===== config.mk =====
export PLATFORM = sky130hd
export DESIGN_NAME = circuit_breaker_guard_unit
export DESIGN_NICKNAME = d
export VERILOG_FILES = /design/src/hw/rtl/cbg_pkg.sv /design/src/hw/rtl/cbg_cfg_regs.sv /design/src/hw/rtl/cbg_exec.sv /design/src/hw/rtl/circuit_breaker_guard_unit.sv
export SDC_FILE = /design/constraint.sdc
export NUM_CORES = 1
export LEC_CHECK = 0
export ABC_AREA = 1
export ABC_CLOCK_PERIOD_IN_PS = 3050
export BUFFER_PORTS_ARGS = -buffer_cell sky130_fd_sc_hd__clkbuf_2
export CAP_MARGIN = 25
export CORE_UTILIZATION = 46
export DETAILED_ROUTE_END_ITERATION = 16
export HOLD_SLACK_MARGIN = 0.15
export PLACE_DENSITY = 0.7
export SLEW_MARGIN = 5
export SYNTH_ARGS = -nofsm -noshare
export SYNTH_HDL_FRONTEND = slang
export SYNTH_HIERARCHICAL = 1
export SYNTH_SLANG_ARGS = --single-unit

===== constraint.sdc =====
create_clock -name clk_i -period 3.05 [get_ports clk_i]
set_input_delay 0 -clock clk_i [delete_from_list [all_inputs] [get_ports clk_i]]
set_output_delay 0 -clock clk_i [all_outputs]
set_load 0.005 [all_outputs]

===== src/hw/rtl/cbg_pkg.sv =====
// Shared types, codes and payload structs for the circuit breaker guard.
package cbg_pkg;

  localparam int unsigned CfgDataW = 32;
  localparam int unsigned CfgIdxW  = 3;

  typedef enum logic [2:0] {
    MODE_TICK    = 3'd0,
    MODE_CHECK   = 3'd1,
    MODE_SUCCESS = 3'd2,
    MODE_ERROR   = 3'd3,
    MODE_RESET   = 3'd4,
    MODE_QUERY   = 3'd5
  } mode_e;

  typedef enum logic [1:0] {
    ST_CLOSED = 2'd0,
    ST_HALF   = 2'd1,
    ST_OPEN   = 2'd2
  } brk_state_e;

  typedef enum logic [2:0] {
    CAUSE_NONE   = 3'd0,
    CAUSE_PROBE  = 3'd1,
    CAUSE_ERRORS = 3'd2,
    CAUSE_TIME   = 3'd3,
    CAUSE_DEPTH  = 3'd4,
    CAUSE_STEPS  = 3'd5
  } cause_e;

  typedef enum logic [CfgIdxW-1:0] {
    CFG_DEPTH_LIMIT     = 3'd0,
    CFG_STEP_LIMIT      = 3'd1,
    CFG_ERROR_RUN_LIMIT = 3'd2,
    CFG_COOLDOWN_TICKS  = 3'd3,
    CFG_RUN_TIME_LIMIT  = 3'd4
  } cfg_idx_e;

  localparam logic [15:0] DepthLimitRst    = 16'd64;
  localparam logic [31:0] StepLimitRst     = 32'd4096;
  localparam logic [15:0] ErrorRunLimitRst = 16'd3;
  localparam logic [31:0] CooldownRst      = 32'd1000;
  localparam logic [31:0] RunTimeLimitRst  = 32'd0;

  typedef struct packed {
    logic [2:0]  mode;
    logic [15:0] depth_now;
    logic [31:0] steps_now;
    logic        in_uncancellable;
  } cbg_in_t;

  typedef struct packed {
    logic        allowed;
    logic        is_tripped;
    logic [1:0]  breaker_state_out;
    logic [2:0]  trip_cause;
    logic [15:0] trip_total_out;
    logic [15:0] error_run_out;
  } cbg_out_t;

  typedef struct packed {
    logic [15:0] depth_limit;
    logic [31:0] step_limit;
    logic [15:0] error_run_limit;
    logic [31:0] cooldown_ticks;
    logic [31:0] run_time_limit;
  } cbg_cfg_t;

  typedef struct packed {
    brk_state_e  brk;
    logic [31:0] uptime;
    logic [31:0] since_trip;
    logic [15:0] error_run;
    logic [15:0] trip_total;
    cause_e      last_cause;
  } cbg_state_t;

endpackage


===== src/hw/rtl/cbg_cfg_regs.sv =====
// Configuration register file of the circuit breaker guard.
module cbg_cfg_regs (
  input  logic                         clk_i,
  input  logic                         rst_ni,
  input  logic                         cfg_we_i,
  input  logic [cbg_pkg::CfgIdxW-1:0]  cfg_idx_i,
  input  logic [cbg_pkg::CfgDataW-1:0] cfg_wdata_i,
  output cbg_pkg::cbg_cfg_t            cfg_o
);
  import cbg_pkg::*;

  cbg_cfg_t cfg_q, cfg_d;

  always_comb begin
    cfg_d = cfg_q;
    if (cfg_we_i) begin
      case (cfg_idx_e'(cfg_idx_i))
        CFG_DEPTH_LIMIT:     cfg_d.depth_limit     = cfg_wdata_i[15:0];
        CFG_STEP_LIMIT:      cfg_d.step_limit      = cfg_wdata_i;
        CFG_ERROR_RUN_LIMIT: cfg_d.error_run_limit = cfg_wdata_i[15:0];
        CFG_COOLDOWN_TICKS:  cfg_d.cooldown_ticks  = cfg_wdata_i;
        CFG_RUN_TIME_LIMIT:  cfg_d.run_time_limit  = cfg_wdata_i;
        default:             cfg_d = cfg_q;  // drop writes beyond the map
      endcase
    end
  end

  always_ff @(posedge clk_i or negedge rst_ni) begin
    if (!rst_ni) begin
      cfg_q.depth_limit     <= DepthLimitRst;
      cfg_q.step_limit      <= StepLimitRst;
      cfg_q.error_run_limit <= ErrorRunLimitRst;
      cfg_q.cooldown_ticks  <= CooldownRst;
      cfg_q.run_time_limit  <= RunTimeLimitRst;
    end else begin
      cfg_q <= cfg_d;
    end
  end

  assign cfg_o = cfg_q;

endmodule


===== src/hw/rtl/cbg_exec.sv =====
// Single-pass evaluation of one item: next breaker state and the result beat.
module cbg_exec (
  input  cbg_pkg::cbg_in_t    item_i,
  input  cbg_pkg::cbg_cfg_t   cfg_i,
  input  cbg_pkg::cbg_state_t state_i,
  output cbg_pkg::cbg_state_t state_o,
  output cbg_pkg::cbg_out_t   res_o
);
  import cbg_pkg::*;

  logic        do_trip;
  cause_e      cause;
  logic        allowed;
  logic        tripped;
  logic [15:0] err_inc;
  logic        err_hit_cur;
  logic        err_hit_inc;
  cbg_state_t  nxt;

  assign err_inc     = (state_i.error_run != '1) ? state_i.error_run + 16'd1
                                                 : state_i.error_run;
  assign err_hit_cur = (cfg_i.error_run_limit != '0) &&
                       (state_i.error_run >= cfg_i.error_run_limit);
  assign err_hit_inc = (cfg_i.error_run_limit != '0) &&
                       (err_inc >= cfg_i.error_run_limit);

  always_comb begin
    nxt     = state_i;
    do_trip = 1'b0;
    cause   = CAUSE_NONE;
    allowed = 1'b0;
    tripped = 1'b0;
    case (mode_e'(item_i.mode))
      MODE_TICK: begin
        if (state_i.uptime != '1)     nxt.uptime     = state_i.uptime + 32'd1;
        if (state_i.since_trip != '1) nxt.since_trip = state_i.since_trip + 32'd1;
      end
      MODE_CHECK: begin
        if ((cfg_i.run_time_limit != '0) && (state_i.uptime > cfg_i.run_time_limit) &&
            !item_i.in_uncancellable) begin
          do_trip = 1'b1;
          cause   = CAUSE_TIME;
        end else if ((cfg_i.depth_limit != '0) &&
                     (item_i.depth_now > cfg_i.depth_limit)) begin
          do_trip = 1'b1;
          cause   = CAUSE_DEPTH;
        end else if ((cfg_i.step_limit != '0) &&
                     (item_i.steps_now > cfg_i.step_limit)) begin
          do_trip = 1'b1;
          cause   = CAUSE_STEPS;
        end else if (err_hit_cur) begin
          do_trip = 1'b1;
          cause   = CAUSE_ERRORS;
        end else if (state_i.brk == ST_OPEN) begin
          if ((cfg_i.cooldown_ticks == '0) ||
              (state_i.since_trip >= cfg_i.cooldown_ticks)) begin
            nxt.brk = ST_HALF;
            allowed = 1'b1;
          end
        end else begin
          allowed = 1'b1;
        end
      end
      MODE_SUCCESS: begin
        if (state_i.brk == ST_HALF) nxt.brk = ST_CLOSED;
        nxt.error_run = '0;
      end
      MODE_ERROR: begin
        if (state_i.brk == ST_HALF) begin
          do_trip = 1'b1;
          cause   = CAUSE_PROBE;
        end else begin
          nxt.error_run = err_inc;
          if (err_hit_inc) begin
            do_trip = 1'b1;
            cause   = CAUSE_ERRORS;
          end else begin
            allowed = 1'b1;
          end
        end
      end
      MODE_RESET: begin
        nxt.brk        = ST_CLOSED;
        nxt.uptime     = '0;
        nxt.since_trip = '0;
        nxt.error_run  = '0;
        nxt.last_cause = CAUSE_NONE;
      end
      MODE_QUERY: begin
        tripped = ((state_i.brk == ST_OPEN) && (cfg_i.cooldown_ticks != '0) &&
                   (state_i.since_trip < cfg_i.cooldown_ticks)) ||
                  ((cfg_i.run_time_limit != '0) &&
                   (state_i.uptime >= cfg_i.run_time_limit)) ||
                  ((cfg_i.depth_limit != '0) &&
                   (item_i.depth_now > cfg_i.depth_limit)) ||
                  ((cfg_i.step_limit != '0) &&
                   (item_i.steps_now >= cfg_i.step_limit)) ||
                  err_hit_cur;
      end
      default: begin
        nxt = state_i;  // unused modes hold everything
      end
    endcase

    if (do_trip) begin
      nxt.brk        = ST_OPEN;
      nxt.since_trip = '0;
      if (state_i.trip_total != '1) nxt.trip_total = state_i.trip_total + 16'd1;
      nxt.last_cause = cause;
    end
  end

  assign state_o = nxt;

  assign res_o.allowed           = allowed;
  assign res_o.is_tripped        = tripped;
  assign res_o.breaker_state_out = nxt.brk;
  assign res_o.trip_cause        = nxt.last_cause;
  assign res_o.trip_total_out    = nxt.trip_total;
  assign res_o.error_run_out     = nxt.error_run;

endmodule


===== src/hw/rtl/circuit_breaker_guard_unit.sv =====
// Top level of the circuit breaker guard: input stage, breaker state, result stage.
// Path: an input beat goes through the input register, then the result register
// written by the single-pass evaluation in cbg_exec, to its result beat.
// Throughput: one item per cycle unless out_ready_i stalls; the input register refills in the cycle it drains.
// Reset: rst_ni clears the breaker state, trip count and both stage valid bits,
// and loads the configuration registers with their documented defaults.
module circuit_breaker_guard_unit (
  input  logic                         clk_i,
  input  logic                         rst_ni,
  // configuration write port
  input  logic                         cfg_we_i,
  input  logic [cbg_pkg::CfgIdxW-1:0]  cfg_idx_i,
  input  logic [cbg_pkg::CfgDataW-1:0] cfg_wdata_i,
  // item input channel
  input  logic                         in_valid_i,
  output logic                         in_ready_o,
  input  cbg_pkg::cbg_in_t             in_data_i,
  // result output channel
  output logic                         out_valid_o,
  input  logic                         out_ready_i,
  output cbg_pkg::cbg_out_t            out_data_o
);
  import cbg_pkg::*;

  cbg_cfg_t   cfg;

  // Input stage: one beat held until the evaluation takes it.
  logic       in_valid_q, in_valid_d;
  cbg_in_t    in_data_q;

  // Breaker state, updated in the cycle an item is evaluated.
  cbg_state_t state_q, state_d;

  // Result stage.
  logic       out_valid_q, out_valid_d;
  cbg_out_t   out_data_q, res;

  logic       exec_fire;
  logic       in_fire;

  cbg_cfg_regs u_cfg_regs (
    .clk_i       (clk_i),
    .rst_ni      (rst_ni),
    .cfg_we_i    (cfg_we_i),
    .cfg_idx_i   (cfg_idx_i),
    .cfg_wdata_i (cfg_wdata_i),
    .cfg_o       (cfg)
  );

  cbg_exec u_exec (
    .item_i  (in_data_q),
    .cfg_i   (cfg),
    .state_i (state_q),
    .state_o (state_d),
    .res_o   (res)
  );

  // Evaluate when an item waits and the result slot is free or draining.
  assign exec_fire  = in_valid_q && (!out_valid_q || out_ready_i);
  assign in_ready_o = !in_valid_q || exec_fire;
  assign in_fire    = in_valid_i && in_ready_o;

  always_comb begin
    in_valid_d = in_valid_q;
    if (in_fire) begin
      in_valid_d = 1'b1;
    end else if (exec_fire) begin
      in_valid_d = 1'b0;
    end
  end

  always_comb begin
    out_valid_d = out_valid_q;
    if (exec_fire) begin
      out_valid_d = 1'b1;
    end else if (out_ready_i) begin
      out_valid_d = 1'b0;
    end
  end

  always_ff @(posedge clk_i or negedge rst_ni) begin
    if (!rst_ni) begin
      in_valid_q          <= 1'b0;
      out_valid_q         <= 1'b0;
      state_q.brk         <= ST_CLOSED;
      state_q.uptime      <= '0;
      state_q.since_trip  <= '0;
      state_q.error_run   <= '0;
      state_q.trip_total  <= '0;
      state_q.last_cause  <= CAUSE_NONE;
    end else begin
      in_valid_q  <= in_valid_d;
      out_valid_q <= out_valid_d;
      if (exec_fire) begin
        state_q <= state_d;  // advance the breaker with the evaluated item
      end
    end
  end

  // Payload registers: capture on the handshake, hold otherwise.
  always_ff @(posedge clk_i) begin
    if (in_fire) begin
      in_data_q <= in_data_i;
    end
    if (exec_fire) begin
      out_data_q <= res;
    end
  end

  assign out_valid_o = out_valid_q;
  assign out_data_o  = out_data_q;

  // An evaluated item always shows up as a result beat in the next cycle.
  a_fire_gives_result: assert property (@(posedge clk_i) disable iff (!rst_ni)
    exec_fire |=> out_valid_o)
    else $error("evaluated item did not produce a result beat");

  // The trip count only grows while the block runs.
  a_trip_total_monotone: assert property (@(posedge clk_i) disable iff (!rst_ni)
    1'b1 |=> state_q.trip_total >= $past(state_q.trip_total))
    else $error("trip count went down");

  // No result both allows work and reports tripped.
  a_allow_xor_trip: assert property (@(posedge clk_i) disable iff (!rst_ni)
    out_valid_o |-> !(out_data_o.allowed && out_data_o.is_tripped))
    else $error("result both allowed and tripped");

  // A waiting item that is not evaluated stays in the input stage.
  a_input_held: assert property (@(posedge clk_i) disable iff (!rst_ni)
    (in_valid_q && !exec_fire) |=> in_valid_q)
    else $error("input stage lost an item");

endmodule


======== Yosys cells after proc, flatten, opt, wreduce, memory -nomap -nowiden ========
Cells that the tools add are included.
word-level totals
  memories kept ........................... 0
  word-level logic and storage cells ...... 141
  latch bits .............................. 0
  memory bits (writable) .................. 0
  input bits .............................. 92
  flip-flop bits (word level) ............. 322
  bits in read-only memories .............. 0
cells by class
  reductions and logical operators ........ 42
  multiply operators ...................... 0
  add/subtract/negate cells ............... 4
  muxes and demuxes ....................... 46
  eq/ne operators ......................... 17
  div/mod/pow operators ................... 0
  bitwise operators ....................... 0
  shift operators ......................... 0
  $lt $le $gt $ge ......................... 9
operators with widths
  cell                   number
  $pmux 64 s2            1
  $ge 32x32->1           3
  $mux 32                3
  $reduce_bool 32->1     3
  $add 32x1->32 const B  2
  $gt 32x32->1           2
  $ne 32x32->1 const B   2
  $mux 16                3
  $add 16x1->16 const B  2
  $ge 16x16->1           2
  $logic_not 32->1       1
  $lt 32x32->1           1
  $ne 16x16->1 const B   2
  $pmux 16 s2            1
  $reduce_bool 16->1     2
  $mux 2                 10
  $mux 19                1
  $mux 1                 18
  $gt 16x16->1           1
  $mux 3                 5
  $eq 3x2->1 const B     4
  $logic_and 1x1->1      12
  $reduce_and 2->1       5
  $eq 3x3->1 const B     3
  15 further kinds       29

======== Longest topological paths before layout ========
Gate-level depths: netlist of run 1.
  depth in word-level cells ............... 10
  gate-level depth with buffers ........... 29
  mapped depth without buffers ............ 27

======== By module ========
The synthesis of run 1 kept the hierarchy.
by module, submodules not included
  module                      sequential area each (um^2)  instances  cells an instance  area each (um^2)
  cbg_exec                    0.0                          1          1,483              8,353.0
  circuit_breaker_guard_unit  5,310.1                      1          539                6,799.0
  cbg_cfg_regs                3,215.6                      1          564                5,116.2

======== Least setup slack after synthesis of run 1 ========
OpenSTA, ideal clock, no wires.
  path type ............................... register to register
  start point ............................. reg state_q[20] (netlist name)
  end point ............................... reg state_q[2] (netlist name)
  slack ................................... -221 ps
  path buffers ............................ 3
  arrival time ............................ 3,154 ps
  stages on the path, launching flop included .. 25
  data required time ...................... 2,933 ps
  clock period less this slack ............ 3,271 ps
  setup time .............................. 117 ps
  cells stage by stage .................... dfrtp_1 ha_1 inv_1 nor4_1 nand2_1 nor2_1 nand3_1 and3_1 xor2_1 inv_1 ha_1 nand2_1 nor3_1 nand3_1 nand3_1 nand2_1 nand2_1 nand2_1 nand2_4 buf_6 buf_6 o22ai_1 buf_4 nand3_1 nand2_1
RTL lines
  element                 line                              source
  from (decl)             circuit_breaker_guard_unit.sv:32  cbg_state_t state_q, state_d;
  from (signal assigned)  circuit_breaker_guard_unit.sv:95  state_q <= state_d;

==> impl_table.tex, run 1 <==
\begin{tabular}{lr}
\hline
Metric & Value \\
\hline
\multicolumn{2}{l}{\textbf{Placement}} \\
\quad Port buffer count & 132 \\
\quad Last weighted congestion value of the routability-driven placer & around 0.90 \\
\quad DP HPWL & 40300 µm \\
\multicolumn{2}{l}{\textbf{Synth}} \\
\quad Share of the yosys chip area belonging to registers & between 40\% and 50\% \\
\quad Synthesized netlist net count & roughly 2800 \\
\quad Post-Synthesis Cells & between 2000 and 3000 \\
\quad Asr flop ratio synth & 71.7\% \\
\quad Syn Area/Cell & 7.84 µm² \\
\quad Cell accounting for the most synthesized area & sky130\_fd\_sc\_hd\_\_dfrtp\_1 \\
\quad Most frequent cells after synthesis & 812 x sky130\_fd\_sc\_hd\_\_nand2\_1, 277 x sky130\_fd\_sc\_hd\_\_inv\_1, 264 x sky130\_fd\_sc\_hd\_\_nand3\_1 \\
\quad Most frequently used flop master after synthesis & sky130\_fd\_sc\_hd\_\_dfrtp\_1 \\
\quad Post-synth EDFFs & a little over 90 \\
\quad Proportion of netlist area held by the largest area contributor & between 20\% and 30\% \\
\quad Post-synthesis instance area & around 20000 µm² \\
\quad Most frequent cell after synthesis & sky130\_fd\_sc\_hd\_\_nand2\_1 \\
\quad Synth unique cells & between 50 and 60 \\
\quad Ranking of synthesized cells by area & sky130\_fd\_sc\_hd\_\_dfrtp\_1 27\%, sky130\_fd\_sc\_hd\_\_nand2\_1 15\%, sky130\_fd\_sc\_hd\_\_edfxtp\_1 13\%, sky130\_fd\_sc\_hd\_\_ha\_1 9.1\%, sky130\_fd\_sc\_hd\_\_nand3\_1 6.5\% \\
\quad Seq cells post-synth & 322 \\
\quad Synthesis Warnings & 6 \\
\multicolumn{2}{l}{\textbf{Floorplanning}} \\
\quad Ports & approximately 130 \\
\quad Count of standard-cell rows & 76 \\
\quad Die height & around 210 µm \\
\quad Die X-Extent & about 210 µm \\
\quad CORE AREA & roughly 43000 µm² \\
\quad Initial core utilization & between 40\% and 50\% \\
\quad Total die area & $\sim$45000 µm² \\
\multicolumn{2}{l}{\textbf{Pwr}} \\
\quad Power per Cell Area & approximately 560 nW/µm² \\
\quad Leakage & roughly 12 nW \\
\quad Total power of the final layout & $\sim$14 mW \\
\quad IR drop worst, VDD & 0.512 mV \\
\multicolumn{2}{l}{\textbf{STA}} \\
\quad Hold violation count in the final report & 0 \\
\quad Slew margin rel. & between 20\% and 30\% \\
\quad Total negative slack for setup checks & -26210 ps \\
\quad Period utilization & 114\% \\
\quad Pins Over Slew Limit & 0 \\
\quad Unrepaired setup endpoints after global routing & yes \\
\quad Endpoints failing setup & 74 \\
\quad Time the final worst path needs with I/O delays and setup & 3480 ps \\
\quad Measured slew at the worst slew-check pin & 1160 ps \\
\quad Clock Skews & approximately 23 ps \\
\quad Worst hold slack & between 150 and 200 ps \\
\quad Worst Slack Setup Final & -430 ps \\
\quad Maximum operating frequency & 287 MHz \\
\multicolumn{2}{l}{\textbf{Global routing}} \\
\quad Pin count of the biggest net entering global routing & 90 \\
\quad Overall Global Routing Usage & 27.5\% \\
\quad Global-route wire length before repair & between 90000 and 100000 µm \\
\quad Total congestion overflow & 0 \\
\quad Vias in the first global route & $\sim$19000 \\
\quad Initial antenna violation count & 0 \\
\multicolumn{2}{l}{\textbf{Routing}} \\
\quad Number of design rule violations left after detail routing & 0 \\
\quad Detailed-routing iteration count for the pre-antenna-repair pass & 6 \\
\quad Post-detailed-route via-to-cell ratio & roughly 5.4 \\
\quad Residual antenna-violating net count after detailed routing & 0 \\
\quad Drt total wl & 60900 µm \\
\quad Total vias in the final route & approximately 19000 \\
\quad Detailed Route Iter0 Violations & roughly 1400 \\
\quad Wire per inst & 17.3 µm \\
\multicolumn{2}{l}{\textbf{Critical path}} \\
\quad Data required time of the worst path & roughly 3500 ps \\
\quad Critical path fanouts, max & 6 \\
\quad Type of element launching the critical path & register \\
\quad Arrival time at the worst endpoint & 3970 ps \\
\quad Kind of critical path & reg -> reg \\
\quad R2R setup slack & -430 ps \\
\quad Critical Path Sink Type & register \\
\multicolumn{2}{l}{\textbf{Final layout}} \\
\quad Synth-to-layout area growth & 25.0\% \\
\quad Multi-input gate area & $\sim$10000 µm² \\
\quad FF+latch area & between 8000 and 9000 µm² \\
\quad Share of final-layout standard cells stronger than drive strength 1 & $\sim$17\% \\
\quad Filler Cell Count & 3716 \\
\quad ANT cells & 0 \\
\quad Post-layout nets & around 3100 \\
\multicolumn{2}{l}{\textbf{CTS}} \\
\quad Worst-path clk slew & 60 ps \\
\quad Number of H-tree levels & 2 \\
\quad Max Root-Sink Buffers & 3 \\
\quad Cell at the root of the clock tree & sky130\_fd\_sc\_hd\_\_clkbuf\_16 \\
\quad Clock Latency Late Sink & between 500 and 600 ps \\
\quad Total clock buffers created by CTS & 38 \\
\quad Number of clock sinks & $\sim$320 \\
\quad TritonCTS clock tree & done \\
\multicolumn{2}{l}{\textbf{Outcome}} \\
\quad Failing checks & negative setup slack \\
\quad Run status & complete, but fails checks \\
\multicolumn{2}{l}{\textbf{Hold path}} \\
\quad Min-delay worst type & in -> reg \\
\multicolumn{2}{l}{\textbf{Run}} \\
\quad Max-capacitance violation count & 0 \\
\hline
\end{tabular}
## critical path, cell delays in order (launching register included)
cell	delay, ps
sky130_fd_sc_hd__dfrtp_1	370
sky130_fd_sc_hd__ha_2	200
sky130_fd_sc_hd__inv_4	50
sky130_fd_sc_hd__nor3_4	130
sky130_fd_sc_hd__inv_2	80
sky130_fd_sc_hd__nor2_4	120
sky130_fd_sc_hd__nand3_2	110
sky130_fd_sc_hd__nor2_4	110
sky130_fd_sc_hd__inv_2	70
sky130_fd_sc_hd__nor2_4	150
sky130_fd_sc_hd__nor3_4	50
sky130_fd_sc_hd__a21oi_2	130
sky130_fd_sc_hd__ha_1	280
sky130_fd_sc_hd__a21oi_2	180
sky130_fd_sc_hd__o21ai_2	100
sky130_fd_sc_hd__a21oi_2	180
sky130_fd_sc_hd__nand3_2	90
sky130_fd_sc_hd__nand2_2	80
sky130_fd_sc_hd__nand2_2	80
sky130_fd_sc_hd__nand2_4	80
sky130_fd_sc_hd__nand2_8	70
sky130_fd_sc_hd__buf_12	130
sky130_fd_sc_hd__buf_12	140
sky130_fd_sc_hd__buf_6	120
sky130_fd_sc_hd__o21ai_4	150
sky130_fd_sc_hd__nand3_2	80
sky130_fd_sc_hd__nand2_1	90
## worst paths after layout
kind / from / to / depth (start not counted)
min reg2reg: u_cfg_regs/cfg_o[118] / u_cfg_regs/cfg_o[118] / 2
min: in_data_i[47] / in_data_q[47] / 2
min in group asynchronous: rst_ni / state_q[20] / 3
max in group asynchronous: rst_ni / in_valid_q / 5
max: state_q[20] / state_q[5] / 26
max reg2reg: state_q[20] / state_q[5] / 26
## cell families (layout without fill, tap and decap cells)
group	count (synthesis)	in the layout	share of synthesized area, %
adder cells (fa/ha/maj)	148	148	9.14
AO/OA/AOI/OAI	234	234	6.38
XOR/XNOR	55	55	2.38
AND/OR/NAND/NOR	1415	1415	30.7
buffers and inverters	412	758	9.38
flip-flops	322	322	42.1
## power by group
group | total [mW] | switching, mW | internal (mW)
registers | 5.63 | 0.526 | 5.11
clock network | 4.63 | 1.86 | 2.77
logic | 3.91 | 2.38 | 1.53
## layer usage
metal	vias to the layer above	part of all wire, %	track usage [%]
met5	-	0	0
met4	0	4.1	12.3
met3	179	6.2	4.54
met2	732	50	48.1
met1	9144	40	33.0
li1	9069	-	-
## flip-flops by register name, indices dropped and copies added, names as in the netlist
signal and cells:
in_valid_q 1, state_q 101, out_valid_o 1, in_data_q 52, u_cfg_regs/cfg_o 128, out_data_o 39
## layout make-up
| class | count | area share [%] |
|---|---|---|
| multi-input combinational | 1852 | 41.3 |
| sequential | 322 | 33.7 |
| timing repair buffer | 401 | 12.8 |
| inverter | 289 | 4.38 |
| clock buffer | 55 | 4.35 |
| tap | 585 | 2.89 |
| clock inverter | 13 | 0.588 |
## metrics by stage
step | cells | utilization (%) | worst slack [ps] | area [µm²]
floorplan | 2586 | - | -95.2 | 20300
global placement | 3268 | 50.0 | -400 | 21600
detailed placement | 3268 | 50.0 | -468 | 21600
CTS | 3504 | 57.3 | -310 | 24800
global route | 3517 | 58.5 | -631 | 25300
finish | 3517 | 58.5 | -430 | 25300
## cells in the final DEF (no fill, tap or decap), drive strengths merged, types with 2 or more instances in the layout
master       instances
a21o                 4
a211oi               4
clkinvlp             2
nor3                63
dlygate4sd3        145
o21bai               5
nor3b                3
ha                 148
a21oi               97
nor4                21
a31o                 2
nand2              824
bufinv               3
dfstp               10
a21boi               3
xor2                50
buf                123
inv                289
nand4               55
dfrtp              221
o21a                 9
nor2               176
o21ai               96
and3                 2
xnor2                5
edfxtp              91
nand3              269
o22ai                8
clkbuf             188
clkinv               8
## timing repair
action	in CTS	in global routing
hold buffers	145	0
pin swaps	47	34
gates resized for setup	73	92
gates cloned	1	2
buffers inserted	23	11
setup endpoints to repair	74	77
hold endpoints to repair	293	0
(Power assumes the default switching activity.)
==> inputs of run 2 (changes only) <==
==> constraint.sdc (replaced) <==
create_clock -name clk_i -period 3.05 [get_ports clk_i]
set_input_delay 0.1525 -clock clk_i [delete_from_list [all_inputs] [get_ports clk_i]]
set_output_delay 0.1525 -clock clk_i [all_outputs]
set_load 0.005 [all_outputs]
==> run 2 against run 1 <==
Effect of this change: the flow still finishes with violations (negative setup slack); hold slack better by 39 ps; clock power rose by 2%; non-clock buffer count shrank 69; largest cell class unchanged; fmax increased by 0.31%; register-to-register slack barely moved; critical path depth is the same; power is 0.81% lower.
==> impl_table.tex, run 2 (synthesis results as in run 1) <==
\begin{tabular}{lr}
\hline
Metric & Value \\
\hline
\multicolumn{2}{l}{\textbf{Global routing}} \\
\quad Vias in the first global route & 18715 (-3.2\%) \\
\quad Pin count of the biggest net entering global routing & 85 (-5.6\%) \\
\quad Overall Global Routing Usage & 26.4\% (-1.1 points) \\
\quad Total congestion overflow & 0 (unchanged) \\
\quad Initial antenna violation count & 0 (unchanged) \\
\quad Global-route wire length before repair & 94200 µm (-3.5\%) \\
\multicolumn{2}{l}{\textbf{CTS}} \\
\quad Worst-path clk slew & 60 ps (about the same) \\
\quad Clock Latency Late Sink & 570 ps (about the same) \\
\quad Number of H-tree levels & 2 (unchanged) \\
\quad Total clock buffers created by CTS & 37 (-2.6\%) \\
\quad Number of clock sinks & 322 (unchanged) \\
\quad Cell at the root of the clock tree & sky130\_fd\_sc\_hd\_\_clkbuf\_16 \\
\quad TritonCTS clock tree & done \\
\quad Max Root-Sink Buffers & 3 (unchanged) \\
\multicolumn{2}{l}{\textbf{Pwr}} \\
\quad Switching Fraction & 33.3\% (-0.37 points) \\
\quad Power share of the clock group & 33.7\% (+1.0 points) \\
\quad Leakage & 12.1 nW (-2.4\%) \\
\quad Seq pwr share & 40.0\% (+0.2 points) \\
\quad Switching Power & 4.67 mW (-1.9\%) \\
\quad Cell-internal power & 9.38 mW (-0.25\%) \\
\quad IR drop worst, VDD & 0.565 mV (+10\%) \\
\quad Total power of the final layout & 14.1 mW (-0.81\%) \\
\quad Power per Cell Area & 572 nW/µm² (+2.3\%) \\
\quad Combinational share of power & 26.3\% (-1.3 points) \\
\multicolumn{2}{l}{\textbf{Final layout}} \\
\quad Flip-flop count of the largest register, all copies and words added & 128 (unchanged) \\
\quad Synth-to-layout area growth & 21.2\% \\
\quad Share of final-layout standard cells stronger than drive strength 1 & 16.2\% (-0.68 points) \\
\quad Commonest non-fill, non-tap cell in the layout & sky130\_fd\_sc\_hd\_\_nand2\_1 \\
\quad Post-layout nets & 3075 (-2.2\%) \\
\quad ANT cells & 0 (unchanged) \\
\quad Commonest non-fill, non-tap cells in the layout & 788 x sky130\_fd\_sc\_hd\_\_nand2\_1, 273 x sky130\_fd\_sc\_hd\_\_inv\_1, 250 x sky130\_fd\_sc\_hd\_\_nand3\_1 \\
\multicolumn{2}{l}{\textbf{Routing}} \\
\quad Residual antenna-violating net count after detailed routing & 0 (unchanged) \\
\quad Highest routing layer actually used & met4 \\
\quad Detail Route met3 WL & 3590 µm (-5.0\%) \\
\quad Number of design rule violations left after detail routing & 0 (unchanged) \\
\quad Drt total wl & 57900 µm (-4.9\%) \\
\quad Routed length on met2 & 28600 µm (-5.2\%) \\
\quad Post-detailed-route via-to-cell ratio & 5.38 (-1.0\%) \\
\quad Detailed-routing iteration count for the pre-antenna-repair pass & 6 (unchanged) \\
\quad Wire per inst & 16.8 µm (-3.1\%) \\
\quad Total vias in the final route & 18564 (-2.9\%) \\
\quad Detailed Route Iter0 Violations & 1391 (-0.14\%) \\
\quad Routed metal-1 wire length & 23600 µm (-3.8\%) \\
\multicolumn{2}{l}{\textbf{Floorplanning}} \\
\quad Initial core utilization & 46.8\% (unchanged) \\
\quad Die height & 212 µm (unchanged) \\
\quad Die X-Extent & 212 µm (unchanged) \\
\quad Total die area & 44900 µm² (unchanged) \\
\quad Ports & 133 (unchanged) \\
\quad Count of standard-cell rows & 76 (unchanged) \\
\quad CORE AREA & 43300 µm² (unchanged) \\
\multicolumn{2}{l}{\textbf{STA}} \\
\quad Clock Skews & 22.2 ps (-1.16 ps) \\
\quad Slew margin rel. & 36.1\% (+14 points) \\
\quad Total negative slack for setup checks & -25880 ps (+331 ps) \\
\quad Worst Slack Setup Final & -419 ps (+10.7 ps) \\
\quad Unrepaired setup endpoints after global routing & yes \\
\quad Endpoints failing setup & 75 (+1.4\%) \\
\quad Time the final worst path needs with I/O delays and setup & 3470 ps (-10.7 ps) \\
\quad Hold violation count in the final report & 0 (unchanged) \\
\quad Period utilization & 114\% (-0.35 points) \\
\quad Maximum operating frequency & 288 MHz (+0.31\%) \\
\quad Pins Over Slew Limit & 0 (unchanged) \\
\quad Measured slew at the worst slew-check pin & 955 ps (-208 ps) \\
\multicolumn{2}{l}{\textbf{Critical path}} \\
\quad Type of element launching the critical path & register \\
\quad Critical Path Sink Type & register \\
\quad Arrival time at the worst endpoint & 3970 ps (about the same) \\
\quad Cells on worst reg2reg path & 26 (unchanged) \\
\quad Launch point of the worst path & state\_q[23] \\
\quad Startpoint of the lowest-slack register-to-register path & state\_q[23] \\
\quad R2R setup slack & -420 ps (about the same) \\
\quad Critical path fanouts, max & 6 (unchanged) \\
\quad Kind of critical path & reg -> reg \\
\quad Crit Reg-Reg Endpoint & state\_q[0] \\
\quad Data required time of the worst path & 3550 ps (about the same) \\
\multicolumn{2}{l}{\textbf{Placement}} \\
\quad Port buffer count & 132 (unchanged) \\
\quad Last weighted congestion value of the routability-driven placer & 0.901 (about the same) \\
\quad DP HPWL & 40300 µm (about the same) \\
\multicolumn{2}{l}{\textbf{Outcome}} \\
\quad Run status & complete, but fails checks \\
\quad Failing checks & negative setup slack \\
\multicolumn{2}{l}{\textbf{Run}} \\
\quad Max-capacitance violation count & 0 (unchanged) \\
\multicolumn{2}{l}{\textbf{Hold path}} \\
\quad Min-delay worst type & in -> async \\
\hline
\end{tabular}
-- run 2: cell types whose count changed in the layout (fill, tap and decap cells not counted), sizes merged --
cell,delta
clkinv,-5
inv,+2
nand2,+1
clkinvlp,+1
buf,-20
dlygate4sd3,-47
-- run 2: layer usage --
metal / vias to the layer above / global-route usage, %
met4: 0 / 10.9
met2: 634 / 46.1
met5: - / 0
met3: 157 / 3.72
li1: 8959 / -
met1: 8814 / 32.6
-- run 2: area by class of cell --
| class | count | area, µm² |
|---|---|---|
| repair buffers | 332 | 2530 |
| fillers | 3789 | 18700 |
| clock buffers | 57 | 1140 |
| inverters | 289 | 1100 |
| well taps | 585 | 732 |
| flip-flops and latches | 322 | 8530 |
| clock inverters | 11 | 160 |
| multi-input cells | 1853 | 10400 |
-- run 2: power groups by stage --
| stage | sequential, mW | clock [mW] | combinational, mW |
|---|---|---|---|
| after floorplan | 5.54 | 0 | 2.36 |
| after global placement | 5.67 | 0 | 3.19 |
| after detailed placement | 5.69 | 0 | 3.34 |
| after CTS | 5.62 | 4.82 | 3.58 |
| after global routing | 5.69 | 4.99 | 4.18 |
| final | 5.62 | 4.73 | 3.70 |
-- run 2: stage by stage --
stage | instance area (µm²) | util, % | hold slack, ps | std cells | setup WS, ps
global route | 24600 | 56.8 | 286 | 3449 | -652
finish | 24600 | 56.8 | 211 | 3449 | -419
floorplan | 20300 | - | -143 | 2586 | -95.2
global placement | 21600 | 50.0 | 216 | 3267 | -406
detailed placement | 21600 | 50.0 | 220 | 3267 | -467
CTS | 24300 | 56.1 | 221 | 3444 | -345
-- run 2: worst max path at each step --
| stage | endpoint | slack, ps | cells after the start |
|---|---|---|---|
| CTS | state_q[16] | -340 | 25 |
| finish | state_q[0] | -420 | 26 |
| floorplan | state_q[3] | -100 | 27 |
| detailed placement | state_q[60] | -470 | 26 |
| global placement | state_q[60] | -410 | 24 |
| global route | state_q[18] | -650 | 26 |
-- run 2: worst max-delay path, stage by stage (launching register included) --
cell and delay, ps:
sky130_fd_sc_hd__dfrtp_1 370, sky130_fd_sc_hd__nand2_2 80, sky130_fd_sc_hd__buf_6 120, sky130_fd_sc_hd__nor4_4 300, sky130_fd_sc_hd__nand2_1 110, sky130_fd_sc_hd__nor2_2 160
sky130_fd_sc_hd__nand3_4 140, sky130_fd_sc_hd__nand3_4 130, sky130_fd_sc_hd__nor2_2 40, sky130_fd_sc_hd__xor2_1 230, sky130_fd_sc_hd__ha_1 310, sky130_fd_sc_hd__nand2_2 90
sky130_fd_sc_hd__nor2_2 40, sky130_fd_sc_hd__nand2_1 60, sky130_fd_sc_hd__o211ai_1 80, sky130_fd_sc_hd__nand2_1 80, sky130_fd_sc_hd__nand3_1 80, sky130_fd_sc_hd__nand2_2 90
sky130_fd_sc_hd__nand2_2 70, sky130_fd_sc_hd__nand2_4 130, sky130_fd_sc_hd__nand2_8 100, sky130_fd_sc_hd__nor2_4 180, sky130_fd_sc_hd__buf_6 130, sky130_fd_sc_hd__nand2_2 40
sky130_fd_sc_hd__nand2_2 70, sky130_fd_sc_hd__nand3_2 80, sky130_fd_sc_hd__nand2_2 100
-- run 2: repair_timing --
action / CTS / global route
hold endpoints to repair: 299 / 0
gates resized for setup: 77 / 56
hold buffers: 98 / 0
setup endpoints to repair: 75 / 75
setup buffers: 8 / 5
cloned: 3 / 0
pin swaps: 42 / 51
==> inputs of run 3 (changes only) <==
--- a/config.mk
+++ b/config.mk
@@ -5,14 +5,15 @@
 export SDC_FILE = /design/constraint.sdc
 export NUM_CORES = 1
 export LEC_CHECK = 0
-export ABC_AREA = 1
 export ABC_CLOCK_PERIOD_IN_PS = 3050
 export BUFFER_PORTS_ARGS = -buffer_cell sky130_fd_sc_hd__clkbuf_2
 export CAP_MARGIN = 25
-export CORE_UTILIZATION = 46
+export CELL_PAD_IN_SITES_DETAIL_PLACEMENT = 0
+export CELL_PAD_IN_SITES_GLOBAL_PLACEMENT = 1
+export CORE_UTILIZATION = 45
 export DETAILED_ROUTE_END_ITERATION = 16
 export HOLD_SLACK_MARGIN = 0.15
-export PLACE_DENSITY = 0.7
+export PLACE_DENSITY = 0.81
 export SLEW_MARGIN = 5
 export SYNTH_ARGS = -nofsm -noshare
 export SYNTH_HDL_FRONTEND = slang
==> run 3 against run 2 <==
Effect of this change: the flow still finishes with violations (negative setup slack); sequential cell count stayed put; sequential power is 0.9% lower; cell count is 22% lower; combinational power is 4% lower; highest routed layer unchanged; clock power is 4% higher; via count is 22% lower; global-route usage is 3.1 points lower.
==> impl_table.tex, run 3 <==
\begin{tabular}{lr}
\hline
Metric & Value \\
\hline
\multicolumn{2}{l}{\textbf{STA}} \\
\quad Worst Slack Setup Final & -790 ps (-371 ps) \\
\quad Time the final worst path needs with I/O delays and setup & 3840 ps (+371 ps) \\
\quad Worst hold slack & 144 ps (-67.1 ps) \\
\quad Hold violation count in the final report & 0 (unchanged) \\
\quad Period utilization & 126\% (+12 points) \\
\quad Slew margin rel. & 48.5\% (+12 points) \\
\quad Measured slew at the worst slew-check pin & 765 ps (-190 ps) \\
\quad Clock Skews & 31.1 ps (+8.98 ps) \\
\quad Unrepaired setup endpoints after global routing & yes \\
\quad Pins Over Slew Limit & 0 (unchanged) \\
\quad Endpoints failing setup & 75 (unchanged) \\
\quad Maximum operating frequency & 260 MHz (-9.7\%) \\
\multicolumn{2}{l}{\textbf{Pwr}} \\
\quad Leakage & 11.4 nW (-6.0\%) \\
\quad IR drop worst, VDD & 0.529 mV (-6.4\%) \\
\quad Power per Cell Area & 568 nW/µm² (-0.62\%) \\
\multicolumn{2}{l}{\textbf{Floorplanning}} \\
\quad Total die area & 43500 µm² (-3.1\%) \\
\quad Count of standard-cell rows & 75 (-1.3\%) \\
\quad Die X-Extent & 209 µm (-1.5\%) \\
\quad Die height & 209 µm (-1.5\%) \\
\quad CORE AREA & 42000 µm² (-2.8\%) \\
\quad Initial core utilization & 45.7\% (-1.1 points) \\
\quad Ports & 133 (unchanged) \\
\multicolumn{2}{l}{\textbf{Placement}} \\
\quad DP HPWL & 36100 µm (-10\%) \\
\quad Port buffer count & 132 (unchanged) \\
\quad Cell area reported after detailed placement & 21800 µm² (+0.98\%) \\
\quad Last weighted congestion value of the routability-driven placer & 0.869 (-3.5\%) \\
\multicolumn{2}{l}{\textbf{Final layout}} \\
\quad Commonest non-fill, non-tap cells in the layout & 245 x sky130\_fd\_sc\_hd\_\_buf\_4, 220 x sky130\_fd\_sc\_hd\_\_dfrtp\_1, 148 x sky130\_fd\_sc\_hd\_\_inv\_1, 148 x sky130\_fd\_sc\_hd\_\_mux2\_2, 146 x sky130\_fd\_sc\_hd\_\_ha\_1 \\
\quad Synth-to-layout area growth & 28.2\% \\
\quad Commonest non-fill, non-tap cell in the layout & sky130\_fd\_sc\_hd\_\_buf\_4 \\
\quad Post-layout nets & 2352 (-24\%) \\
\quad Area of all placed cells without fillers & 24600 µm² (+0.29\%) \\
\quad Flip-flop count of the largest register, all copies and words added & 128 (unchanged) \\
\quad Share of final-layout standard cells stronger than drive strength 1 & 37.0\% (+21 points) \\
\quad Filler Cell Count & 3313 (-13\%) \\
\multicolumn{2}{l}{\textbf{Critical path}} \\
\quad Crit path max-delay family & simple AND/OR/NAND/NOR gates \\
\quad Startpoint of the lowest-slack register-to-register path & state\_q[23] \\
\quad Crit Reg-Reg Endpoint & state\_q[17] \\
\quad CP Buf/Inv Count & 3 (+1) \\
\quad Cells on worst reg2reg path & 16 (-38\%) \\
\quad R2R setup slack & -790 ps (-370 ps) \\
\quad Highest-delay cell along the critical path & sky130\_fd\_sc\_hd\_\_or4b\_4 \\
\quad Kind of critical path & reg -> reg \\
\quad Cell chain of the critical path & and4\_1, nand4\_1, or4b\_4, and2\_4, buf\_6, xor2\_2, ha\_2, o21ai\_2, o211ai\_1, nand2\_1, a211oi\_4, buf\_6, buf\_12, o2111ai\_4, mux2\_4, mux2\_4 \\
\quad Max incr delay on CP & 570 ps (+200 ps) \\
\quad Type of element launching the critical path & register \\
\quad Data required time of the worst path & 3500 ps (-50 ps) \\
\quad Arrival time at the worst endpoint & 4290 ps (+320 ps) \\
\quad Critical path fanouts, max & 7 (+1) \\
\quad Critical Path Sink Type & register \\
\quad Launch point of the worst path & state\_q[23] \\
\multicolumn{2}{l}{\textbf{Synth}} \\
\quad Share of the yosys chip area belonging to registers & 44.4\% (+2.3 points) \\
\quad Synthesized netlist net count & 1910 (-32\%) \\
\quad Asr flop ratio synth & 71.7\% (unchanged) \\
\quad Most frequent cells after synthesis & 221 x sky130\_fd\_sc\_hd\_\_dfrtp\_1, 151 x sky130\_fd\_sc\_hd\_\_mux2\_2, 148 x sky130\_fd\_sc\_hd\_\_ha\_1, 148 x sky130\_fd\_sc\_hd\_\_inv\_1, 91 x sky130\_fd\_sc\_hd\_\_edfxtp\_1 \\
\quad Most frequently used flop master after synthesis & sky130\_fd\_sc\_hd\_\_dfrtp\_1 \\
\quad Post-Synthesis Cells & 1670 (-35\%) \\
\quad Ranking of synthesized cells by area & sky130\_fd\_sc\_hd\_\_dfrtp\_1 29\%, sky130\_fd\_sc\_hd\_\_edfxtp\_1 14\%, sky130\_fd\_sc\_hd\_\_ha\_1 9.6\%, sky130\_fd\_sc\_hd\_\_mux2\_2 8.8\%, sky130\_fd\_sc\_hd\_\_mux2\_4 6.2\% \\
\quad Post-synthesis instance area & 19200 µm² (-5.2\%) \\
\quad Proportion of netlist area held by the largest area contributor & 28.8\% (+1.5 points) \\
\quad Seq cells post-synth & 322 (unchanged) \\
\quad Synthesis Warnings & 6 (unchanged) \\
\quad Syn Area/Cell & 11.5 µm² (+47\%) \\
\quad Cell accounting for the most synthesized area & sky130\_fd\_sc\_hd\_\_dfrtp\_1 \\
\quad Most frequent cell after synthesis & sky130\_fd\_sc\_hd\_\_dfrtp\_1 \\
\quad Post-synth EDFFs & 91 (unchanged) \\
\quad Synth unique cells & 82 (+55\%) \\
\multicolumn{2}{l}{\textbf{Routing}} \\
\quad Post-detailed-route via-to-cell ratio & 5.40 (+0.35\%) \\
\quad Detailed Route Iter0 Violations & 730 (-48\%) \\
\quad Wire per inst & 19.2 µm (+14\%) \\
\quad Drt total wl & 51500 µm (-11\%) \\
\quad Residual antenna-violating net count after detailed routing & 0 (unchanged) \\
\quad Total vias in the final route & 14481 (-22\%) \\
\quad Number of design rule violations left after detail routing & 0 (unchanged) \\
\quad Detailed-routing iteration count for the pre-antenna-repair pass & 5 (-1) \\
\multicolumn{2}{l}{\textbf{Global routing}} \\
\quad Total congestion overflow & 0 (unchanged) \\
\quad Vias in the first global route & 14857 (-21\%) \\
\quad Overall Global Routing Usage & 23.3\% (-3.1 points) \\
\quad Initial antenna violation count & 1 (+1) \\
\quad Global-route wire length before repair & 79700 µm (-15\%) \\
\quad Pin count of the biggest net entering global routing & 95 (+12\%) \\
\multicolumn{2}{l}{\textbf{CTS}} \\
\quad Number of H-tree levels & 2 (unchanged) \\
\quad Number of clock sinks & 322 (unchanged) \\
\quad Max Root-Sink Buffers & 3 (unchanged) \\
\quad Clock Latency Late Sink & 570 ps (about the same) \\
\quad Worst-path clk slew & 60 ps (about the same) \\
\quad TritonCTS clock tree & done \\
\quad Cell at the root of the clock tree & sky130\_fd\_sc\_hd\_\_clkbuf\_16 \\
\quad Total clock buffers created by CTS & 38 (+2.7\%) \\
\multicolumn{2}{l}{\textbf{Outcome}} \\
\quad Failing checks & negative setup slack \\
\quad Run status & complete, but fails checks \\
\multicolumn{2}{l}{\textbf{Hold path}} \\
\quad Min-delay worst type & in -> async \\
\multicolumn{2}{l}{\textbf{Run}} \\
\quad Max-capacitance violation count & 0 (unchanged) \\
\hline
\end{tabular}
## run 3: cells by family (layout without fill, tap and decap cells)
group / Yosys count / after routing / share of synthesized area [%]
compound gates: 210 / 210 / 7.08
xor+xnor: 77 / 77 / 3.51
fa+ha+maj: 148 / 148 / 9.64
buf+inv: 234 / 705 / 6.75
flops: 322 / 322 / 44.4
mux: 236 / 236 / 15.4
other cells: 0 / 1 / 0
simple gates: 443 / 443 / 13.3
## run 3: worst max path at each step
stage	end	slack (ps)	cells after the start
floorplan	state_q[14]	-930	20
global placement	state_q[17]	-820	17
detailed placement	state_q[17]	-900	17
CTS	state_q[18]	-700	16
global route	state_q[18]	-930	16
finish	state_q[17]	-790	16
## run 3: where the power goes
group          internal (mW)  leakage (nW)  switching (mW)  total, mW
sequential              5.07          3.83           0.494       5.57
combinational           1.82          6.88            1.71       3.54
clock                   2.99         0.649            1.92       4.90
total                   9.88          11.4            4.13       14.0
## run 3: metrics by stage
step           utilization [%]  total power [mW]  setup slack (ps)  cells  TNS (ps)
4_1_cts                   57.6              13.9              -702   2662    -43970
3_3_place_gp              51.9              8.69              -817   2498    -52170
5_1_grt                   58.6              14.6              -931   2681    -60620
6_report                  58.6              14.0              -790   2681    -50310
3_5_place_dp              51.9              8.83              -905   2498    -57810
2_1_floorplan                -              7.46              -930   1670    -57050
## run 3: final cells by class
class	instances	area (µm²)	share of cell area, %
multi-input combinational	1114	9780	39.7
sequential	322	8530	34.6
timing repair buffer	488	3750	15.2
clock buffer	56	1150	4.68
tap	539	674	2.74
inverter	148	556	2.25
clock inverter	13	194	0.787
antenna	1	2.50	0.0102
## run 3: worst register-to-register path, stage by stage, from the launching register on
cell and delay, ps:
sky130_fd_sc_hd__dfrtp_1 350, sky130_fd_sc_hd__and4_1 220, sky130_fd_sc_hd__nand4_1 160, sky130_fd_sc_hd__or4b_4 570, sky130_fd_sc_hd__and2_4 200, sky130_fd_sc_hd__buf_6 120, sky130_fd_sc_hd__xor2_2 140, sky130_fd_sc_hd__ha_2 320
sky130_fd_sc_hd__o21ai_2 50, sky130_fd_sc_hd__o211ai_1 200, sky130_fd_sc_hd__nand2_1 130, sky130_fd_sc_hd__a211oi_4 250, sky130_fd_sc_hd__buf_6 160, sky130_fd_sc_hd__buf_12 130, sky130_fd_sc_hd__o2111ai_4 130, sky130_fd_sc_hd__mux2_4 320
sky130_fd_sc_hd__mux2_4 270
## run 3: timing repair
action	in CTS	in global routing
buffers inserted	7	13
endpoints found under the hold margin	405	1
pin swaps	10	18
resized for setup	22	49
cloned	0	2
hold buffers	88	2
setup endpoints to repair	76	77
## run 3: layer usage
metal	wire [µm]	up-vias	share of wire, %	GRT usage, %
met1	22900	7126	44	31.5
met2	24300	382	47	37.7
met4	1670	0	3.2	8.70
met5	0	-	0	0
li1	-	6879	-	-
met3	2660	94	5.2	3.74
